`src/rtl/cpdt_ram.sv`:
```
// generic single-port-write, single-port-read ram with registered read data
module cpdt_ram #(
  parameter int WIDTH = 8,
  parameter int DEPTH = 16
) (
  input  logic                     clk,
  input  logic                     wr_en,
  input  logic [$clog2(DEPTH)-1:0] wr_addr,
  input  logic [WIDTH-1:0]         wr_data,
  input  logic                     rd_en,
  input  logic [$clog2(DEPTH)-1:0] rd_addr,
  output logic [WIDTH-1:0]         rd_data
);

  logic [WIDTH-1:0] mem [DEPTH];

  // write port
  always_ff @(posedge clk) begin
    if (wr_en) begin
      mem[wr_addr] <= wr_data;
    end
  end

  // registered read port
  always_ff @(posedge clk) begin
    if (rd_en) begin
      rd_data <= mem[rd_addr];
    end
  end

endmodule

```
`config.mk`:
```
export PLATFORM = sky130hd
export DESIGN_NAME = cpdt_ram
export DESIGN_NICKNAME = d
export VERILOG_FILES = /design/src/rtl/cpdt_ram.sv
export SDC_FILE = /design/constraint.sdc
export NUM_CORES = 1
export LEC_CHECK = 0
export ABC_CLOCK_PERIOD_IN_PS = 3200
export BUFFER_PORTS_ARGS = -buffer_cell sky130_fd_sc_hd__buf_4
export CAP_MARGIN = 30
export CORE_ASPECT_RATIO = 2
export CORE_MARGIN = 4
export CORE_UTILIZATION = 28
export DETAILED_ROUTE_END_ITERATION = 6
export GPL_ROUTABILITY_DRIVEN = 1
export PLACE_DENSITY = 0.45
export SYNTH_ARGS = -nofsm -noshare
export SYNTH_HDL_FRONTEND = slang
export SYNTH_SLANG_ARGS = --single-unit
export TNS_END_PERCENT = 5
```
`constraint.sdc`:
```
create_clock -name clk -period 3.2 [get_ports clk]
set_input_delay 0.32 -clock clk [delete_from_list [all_inputs] [get_ports clk]]
set_output_delay 0.32 -clock clk [all_outputs]
set_load 0.01 [all_outputs]
```
==> results of run 1 <==
registers in the layout, summed over array words and instances (netlist names):
signal and cells:
mem 128, rd_data 8
cells by family after synthesis:
group                  synth area share (%)
DFF                                    78.1
and+or+nand+nor                        3.14
muxes                                  14.8
AOI/OAI and AO/OA                      2.30
buffers and inverters                  1.65
cell type report:
class | instances | area share (%)
Sequential cell | 136 | 65.3
Clock buffer | 19 | 6.93
Multi-Input combinational cell | 83 | 16.9
Timing Repair Buffer | 37 | 4.44
Clock inverter | 13 | 2.06
Tap cell | 216 | 4.32
path summary, 6_finish.rpt:
| kind | slack, ps | cells past startpoint | to | from |
|---|---|---|---|---|
| worst max-delay path | 1500 | 4 | rd_data[3] | rd_addr[0] |
| worst min-delay path | 210 | 1 | rd_data[0] | rd_en |
| worst max register to register | 1700 | 3 | rd_data[3] | mem[1][3] |
| worst min register to register | 760 | 3 | rd_data[1] | mem[14][1] |
critical path: stages:
cell	delay, ps
sky130_fd_sc_hd__buf_4	490
sky130_fd_sc_hd__mux4_1	670
sky130_fd_sc_hd__a22oi_1	260
sky130_fd_sc_hd__nand2_1	90
Yosys cell counts:
cell type,n
sky130_fd_sc_hd__edfxtp_1,136
sky130_fd_sc_hd__a22oi_1,16
sky130_fd_sc_hd__or3b_2,1
sky130_fd_sc_hd__nor2b_1,1
sky130_fd_sc_hd__buf_6,3
sky130_fd_sc_hd__nand2_1,9
sky130_fd_sc_hd__clkdlybuf4s25_2,3
sky130_fd_sc_hd__and2b_1,1
sky130_fd_sc_hd__mux4_2,18
sky130_fd_sc_hd__nor2_1,13
sky130_fd_sc_hd__and2_1,1
sky130_fd_sc_hd__mux4_1,14
sky130_fd_sc_hd__nor3_1,4
sky130_fd_sc_hd__nand3_1,1
sky130_fd_sc_hd__nand3b_1,2
sky130_fd_sc_hd__buf_2,3
sky130_fd_sc_hd__buf_4,1
sky130_fd_sc_hd__nand2b_1,2
metal layers:
layer / GRT usage [%] / part of all wire (%) / wire length [um] / vias to the layer above
met2: 21.1 / 58 / 6520 / 40
met5: 0 / 0 / 0 / -
met4: 4.36 / 1.6 / 178 / 0
li1: - / - / - / 1074
met3: 2.86 / 2.2 / 244 / 9
met1: 11.6 / 38 / 4240 / 1253
stage by stage:
stage               setup WS, ps  total power (uW)
floorplan                   1390              2160
global placement            1020              2250
detailed placement          1020              2250
CTS                         1460              4110
global route                1420              4210
finish                      1500              4060
report_power, final:
group / switching (uW) / leakage [uW] / internal, uW / total, uW
combinational: 108 / 0.000554 / 82.6 / 190
clock: 713 / 0.000274 / 1140 / 1850
sequential: 9.72 / 0.00124 / 2010 / 2020
cell usage in the layout (no fill, tap or decap):
cell                         synthesis  final
sky130_fd_sc_hd__edfxtp_1          136    136
sky130_fd_sc_hd__buf_4               1     37
sky130_fd_sc_hd__mux4_2             18     18
sky130_fd_sc_hd__clkbuf_16           0     17
sky130_fd_sc_hd__a22oi_1            16     16
sky130_fd_sc_hd__mux4_1             14     14
sky130_fd_sc_hd__nor2_1             13     13
sky130_fd_sc_hd__nand2_1             9      9
sky130_fd_sc_hd__nor3_1              4      4
sky130_fd_sc_hd__clkinv_2            0      3
sky130_fd_sc_hd__clkinv_1            0      3
sky130_fd_sc_hd__nand3b_1            2      2
sky130_fd_sc_hd__nand2b_1            2      2
sky130_fd_sc_hd__inv_6               0      2
sky130_fd_sc_hd__clkbuf_1            0      2
sky130_fd_sc_hd__bufinv_16           0      2
sky130_fd_sc_hd__clkinv_4            0      2
sky130_fd_sc_hd__nor2b_1             1      1
sky130_fd_sc_hd__and2_1              1      1
sky130_fd_sc_hd__and2b_1             1      1
sky130_fd_sc_hd__nand3_1             1      1
sky130_fd_sc_hd__or3b_2              1      1
sky130_fd_sc_hd__clkinvlp_4          0      1
==> impl_results.md, run 1 <==
- Result of the run: finished clean
- Max-cap check violation count: 0
- PwrDens: between 600 and 700 nW/um^2
- Die X-Extent: 105 um
- Final design utilization: around 34%
- Layout area overhead: 19.6%
- Count of nets after finishing: 294
- Least-Margin Pin Slew: around 930 ps
- Count of routing violations after the opening detailed-route iteration: ~120
- Reported leakage power: roughly 0.0021 uW
- Number of slew-limit violations in the final report: 0
- Aggregate global-route resource usage: 11.2%
- Worst EP arrival: between 1500 and 2000 ps
- Area after detailed placement: around 5700 um^2
- Largest net degree at the start of global routing: 33
- Sort of element at the start of the critical path: primary input
- Number of failing setup endpoints in the final timing report: 0
- Global-route wire length before repair: approximately 17,000 um
- Category of the most critical setup path: in2reg
- Post-Route Skew: 4.43 ps
- Count of standard-cell rows: 70
- Global route overflow: 0
- Final hold vios: 0
- Vertical die dimension: 201 um
- Synthesized instance count: around 230
- Share of cells above drive strength 1: between 20% and 30%
- Final hold slack: between 200 and 250 ps
- Number of distinct standard cells referenced by the synthesized netlist: 18
- Post-synthesis area per instance: roughly 23 um^2
- Level count of the clock H-tree: 4
- TritonCTS clock tree: done
- Post-CTS Hold Fix Bufs: 0
- Worst-Skew Late Latency: just over 400 ps
- Final period demand of the worst path: about 1700 ps
- Normalized max-slew margin: 37.6%
- Total negative slack for setup checks: 0 ps
- Via density per instance: roughly 4.7
- Cell total after placement: approximately 470
- Number of global-route vias before repair: 2,595
- Area share of the leading cell type in the synthesized netlist: approximately four fifths
- Biggest area consumer among synthesized cells: sky130_fd_sc_hd__edfxtp_1
- Area of the mapped netlist: ~5200 um^2
- Antenna violations before repair: 0
- Part of the cycle the worst path needs: 53.0%
- Clock root buffer: sky130_fd_sc_hd__clkbuf_16
- Final WL: 11,200 um
- Area occupied by multi-input gates: around 1100 um^2
- CTS Sinks: about 140
- Maximum vdd ir drop: 321 uV
- Initial Utilization: ~29%
- Share of synthesized area occupied by flip-flops and latches: about 80%
- Detailed placer's ending HPWL: 7520 um
- Leading cell types by total area after synthesis: sky130_fd_sc_hd__edfxtp_1, sky130_fd_sc_hd__mux4_2, sky130_fd_sc_hd__mux4_1, sky130_fd_sc_hd__a22oi_1, sky130_fd_sc_hd__nor2_1
- Top-Level Pins: 27
- Syn_nets: roughly 250
- Final weighted congestion in routability-driven placement: slightly below 0.7
- Achievable frequency: between 500 and 600 MHz
- Full die area: 21,100 um^2
- Yosys warning count: 0
- Count of buffers added by post-CTS timing repair for setup: 0
- Buffers on Ports: 26
- Number of standard cells in the layout, taps in and fillers out: about 500
- Number of optimization iterations in the first detailed-route pass: 4
- Sequential cell area in the final layout: ~4000 um^2
- Data required time of the critical path: 3350 ps
- Wirelength per Cell: 22.2 um
- CTS Buffer Depth: 2
- Area of the core: 18,300 um^2
- Total clock buffers created by CTS: 17
- Synthesis-stage register bit count: ~140
- Via Count: 2,376
- Classification of the worst-slack hold path: in2reg
- Cell area after layout: between 6000 and 7000 um^2
- Number of antenna-violating nets in the routed design: 0
- Endpoint kind of the worst setup timing path: register
- DR DRC count: 0
- RSZ-0062 raised after global routing: false
- Filler Cells Inserted: between 1,500 and 2,000
- Clk slew on worst S/H paths: ~60 ps
- Post-CTS Resized: 0
- Inserted Diodes: 0
- Worst-path maximum fanout: 32
Note: power is estimated with default switching activity, not from simulation.
==> inputs of run 2 (changes only) <==
--- a/config.mk
+++ b/config.mk
@@ -5,7 +5,8 @@
 export SDC_FILE = /design/constraint.sdc
 export NUM_CORES = 1
 export LEC_CHECK = 0
-export ABC_CLOCK_PERIOD_IN_PS = 3200
+export ABC_AREA = 1
+export ABC_CLOCK_PERIOD_IN_PS = 1450
 export BUFFER_PORTS_ARGS = -buffer_cell sky130_fd_sc_hd__buf_4
 export CAP_MARGIN = 30
 export CORE_ASPECT_RATIO = 2
@@ -13,7 +14,7 @@
 export CORE_UTILIZATION = 28
 export DETAILED_ROUTE_END_ITERATION = 6
 export GPL_ROUTABILITY_DRIVEN = 1
-export PLACE_DENSITY = 0.45
+export PLACE_DENSITY = 0.46
 export SYNTH_ARGS = -nofsm -noshare
 export SYNTH_HDL_FRONTEND = slang
 export SYNTH_SLANG_ARGS = --single-unit
==> constraint.sdc (replaced) <==
create_clock -name clk -period 1.45 [get_ports clk]
set_input_delay 0.145 -clock clk [delete_from_list [all_inputs] [get_ports clk]]
set_output_delay 0.145 -clock clk [all_outputs]
set_load 0.01 [all_outputs]
==> impl_results.md, run 2 <==
- Top library cells by usage in the layout, fill and taps aside: sky130_fd_sc_hd__nand2_1, sky130_fd_sc_hd__edfxtp_1, sky130_fd_sc_hd__inv_1 (was sky130_fd_sc_hd__edfxtp_1, sky130_fd_sc_hd__buf_4, sky130_fd_sc_hd__mux4_2)
- Inserted Diodes: 0 (unchanged)
- Top-Level Pins: 27 (unchanged)
- TritonCTS clock tree: done (unchanged)
- Least-Margin Pin Slew: 301 ps (was 933 ps)
- Synthesized instance count: 551 (was 229)
- Area of the mapped netlist: 5850 um^2 (was 5230 um^2)
- Count of standard-cell rows: 74 (was 70)
- Total negative slack for setup checks: 0 ps (unchanged)
- Cell-by-cell trace of the critical path: inv_1, nand2_1, nand3_1, nand3_1, nand3_1, nand2_1 (was buf_4, mux4_1, a22oi_1, nand2_1)
- Yosys warning count: 0 (unchanged)
- Result of the run: finished clean (unchanged)
- Final weighted congestion in routability-driven placement: 0.812 (was 0.686)
- Post-CTS Hold Fix Bufs: 0 (unchanged)
- Achievable frequency: approximately 830 MHz
- Clock root buffer: sky130_fd_sc_hd__clkbuf_16 (unchanged)
- Number of distinct standard cells referenced by the synthesized netlist: 11 (was 18)
- Share of synthesized area occupied by flip-flops and latches: 69.8% (was 78.1%)
- Worst-Skew Late Latency: 420 ps (was 410 ps)
- Maximum vdd ir drop: 651 uV (was 321 uV)
- Data required time of the critical path: 1620 ps (was 3350 ps)
- Final hold vios: 0 (unchanged)
- Level count of the clock H-tree: 4 (unchanged)
- Worst R2R Setup Slack: 240 ps (was 1700 ps)
- Worst stage delay on the critical path: 380 ps (was 670 ps)
- Filler Cells Inserted: 2,009 (was 1,700)
- Global-route wire length before repair: 22,500 um (was 16,700 um)
- Number of global-route vias before repair: 3,949 (was 2,595)
- Largest registers in the final layout: mem: 128 flops, rd_data: 8 flops (unchanged)
- Post-CTS Resized: 0 (unchanged)
- Leading cell types by total area after synthesis: sky130_fd_sc_hd__edfxtp_1, sky130_fd_sc_hd__nand2_1, sky130_fd_sc_hd__nand3_1, sky130_fd_sc_hd__inv_1, sky130_fd_sc_hd__buf_6 (was sky130_fd_sc_hd__edfxtp_1, sky130_fd_sc_hd__mux4_2, sky130_fd_sc_hd__mux4_1, sky130_fd_sc_hd__a22oi_1, sky130_fd_sc_hd__nor2_1)
- Full die area: 23,400 um^2 (was 21,100 um^2)
- Number of optimization iterations in the first detailed-route pass: 4 (unchanged)
- Final hold slack: 11.6 ps (was 215 ps)
- Number of slew-limit violations in the final report: 0 (unchanged)
- Most common cell type on the critical path: sky130_fd_sc_hd__nand3_1
- Buffers on Ports: 26 (unchanged)
- CTS Sinks: 136 (unchanged)
- Total clock buffers created by CTS: 17 (unchanged)
- Aggregate global-route resource usage: 13.5% (was 11.2%)
- Met2 wirelength from detailed routing: 8240 um (was 6520 um)
- Endpoint kind of the worst setup timing path: register (unchanged)
- Wl on met1: 5250 um (was 4240 um)
- Part of the cycle the worst path needs: around 83%
- Share of async-settable or async-resettable flops after synthesis: 0% (unchanged)
- Count of nets after finishing: 621 (was 294)
- Share of cells above drive strength 1: 14.0% (was 28.8%)
- Critical Path Slowest Stage Cell: sky130_fd_sc_hd__edfxtp_1 (was sky130_fd_sc_hd__mux4_1)
- Post-Route Skew: 6.66 ps (was 4.43 ps)
- Sequential cell area in the final layout: 4080 um^2 (unchanged)
- Max-cap check violation count: 0 (unchanged)
- Classification of the worst-slack hold path: in2reg (unchanged)
- Antenna violations before repair: 0 (unchanged)
- Final WL: 14,500 um (was 11,200 um)
- Normalized max-slew margin: 79.9% (was 37.6%)
- Area occupied by multi-input gates: 1210 um^2 (was 1060 um^2)
- Cell total after placement: 849 (was 472)
- Reg with most FFs: mem (unchanged)
- Layout area overhead: 21.3% (was 19.6%)
- Number of failing setup endpoints in the final timing report: 0 (unchanged)
- Count of buffers added by post-CTS timing repair for setup: 0 (unchanged)
- Met3 wire length: 492 um (was 244 um)
- DR DRC count: 0 (unchanged)
- Worst EP arrival: 1380 ps (was 1850 ps)
- Count of routing violations after the opening detailed-route iteration: 209 (was 119)
- Number of antenna-violating nets in the routed design: 0 (unchanged)
- Category of the most critical setup path: reg2reg (was in2reg)
- Via Count: 3,831 (was 2,376)
- Post-synthesis area per instance: 10.6 um^2 (was 22.8 um^2)
- Largest net degree at the start of global routing: 55 (was 33)
- Max FFs per register: 128 (unchanged)
- Post-synth EDFFs: 136 (unchanged)
- Area of the core: 20,500 um^2 (was 18,300 um^2)
- Sort of element at the start of the critical path: register (was primary input)
- Most common cell after layout, fill and taps aside: sky130_fd_sc_hd__nand2_1 (was sky130_fd_sc_hd__edfxtp_1)
- Worst-path maximum fanout: 1 (was 32)
- Initial Utilization: 28.6% (about the same)
- Clk slew on worst S/H paths: 60 ps (about the same)
- Reported leakage power: 0.00301 uW (was 0.00206 uW)
- RSZ-0062 raised after global routing: false (unchanged)
- Synthesis-stage register bit count: 136 (unchanged)
- Syn_nets: 570 (was 248)
- Cell with the most instances after synthesis: sky130_fd_sc_hd__nand2_1 (was sky130_fd_sc_hd__edfxtp_1)
- Global route overflow: 0 (unchanged)
- PwrDens: 1340 nW/um^2 (was 650 nW/um^2)
- Top cells by instance count after synthesis: sky130_fd_sc_hd__nand2_1, sky130_fd_sc_hd__edfxtp_1, sky130_fd_sc_hd__inv_1 (was sky130_fd_sc_hd__edfxtp_1, sky130_fd_sc_hd__mux4_2, sky130_fd_sc_hd__a22oi_1)
- Number of standard cells in the layout, taps in and fillers out: 881 (was 504)
- Area share of the leading cell type in the synthesized netlist: 69.8% (was 78.1%)
- Biggest area consumer among synthesized cells: sky130_fd_sc_hd__edfxtp_1 (unchanged)
- Vertical die dimension: 212 um (was 201 um)
- Top Layer Used: met4 (unchanged)
- Die X-Extent: 110 um (was 105 um)
- Detailed placer's ending HPWL: 9760 um (was 7520 um)
- Final period demand of the worst path: roughly 1200 ps
- Wirelength per Cell: 16.4 um (was 22.2 um)
- Primary flip-flop cell chosen by synthesis mapping: sky130_fd_sc_hd__edfxtp_1 (unchanged)
- Via density per instance: 4.35 (was 4.71)
- CTS Buffer Depth: 2 (unchanged)
## run 2: worst max-delay path, delay by kind of cell, from the launching register on
family,cells,cell delay [ps]
buffers and inverters,1,60
DFF,1,380
and+or+nand+nor,5,520
## run 2: path summary, 6_finish.rpt
kind | cells past startpoint | startpoint | to
max | 6 | mem[5][1] | rd_data[1]
min | 1 | rd_en | rd_data[0]
max reg2reg | 6 | mem[5][1] | rd_data[1]
min reg2reg | 6 | mem[10][3] | rd_data[3]
## run 2: through the flow
step	utilization [%]	setup slack, ps	power (uW)	area (um^2)
after floorplan	-	354	4850	5850
after global placement	31.7	35.2	5140	6480
after detailed placement	31.7	16.6	5150	6480
after CTS	34.7	224	9600	7090
after global routing	34.7	175	9820	7090
final	34.7	241	9500	7090
## run 2: cell families (layout without fill, tap and decap cells)
| kind of cell | after synthesis | in the layout | synth area share (%) |
|---|---|---|---|
| buffers and inverters | 126 | 190 | 9.39 |
| and+or+nand+nor | 289 | 289 | 20.8 |
| DFF | 136 | 136 | 69.8 |
## run 2: layout make-up
type / count / share of cell area, %
Clock buffer: 17 / 6.00
Clock inverter: 15 / 2.59
Tap cell: 266 / 4.69
Inverter: 102 / 5.40
Sequential cell: 136 / 57.6
Multi-Input combinational cell: 289 / 17.1
Timing Repair Buffer: 56 / 6.63
## run 2: layer usage
metal / global-route usage (%) / up-vias
li1: - / 1881
met1: 13.7 / 1839
met2: 25.2 / 86
met3: 2.64 / 25
met4: 6.80 / 0
met5: 0 / -
## run 2: power by group
part           leakage (uW)  internal, uW  switching (uW)
Sequential          0.00124          4430            22.6
Clock              0.000285          2840            1610
Combinational       0.00149           202             391
Total               0.00301          7470            2020
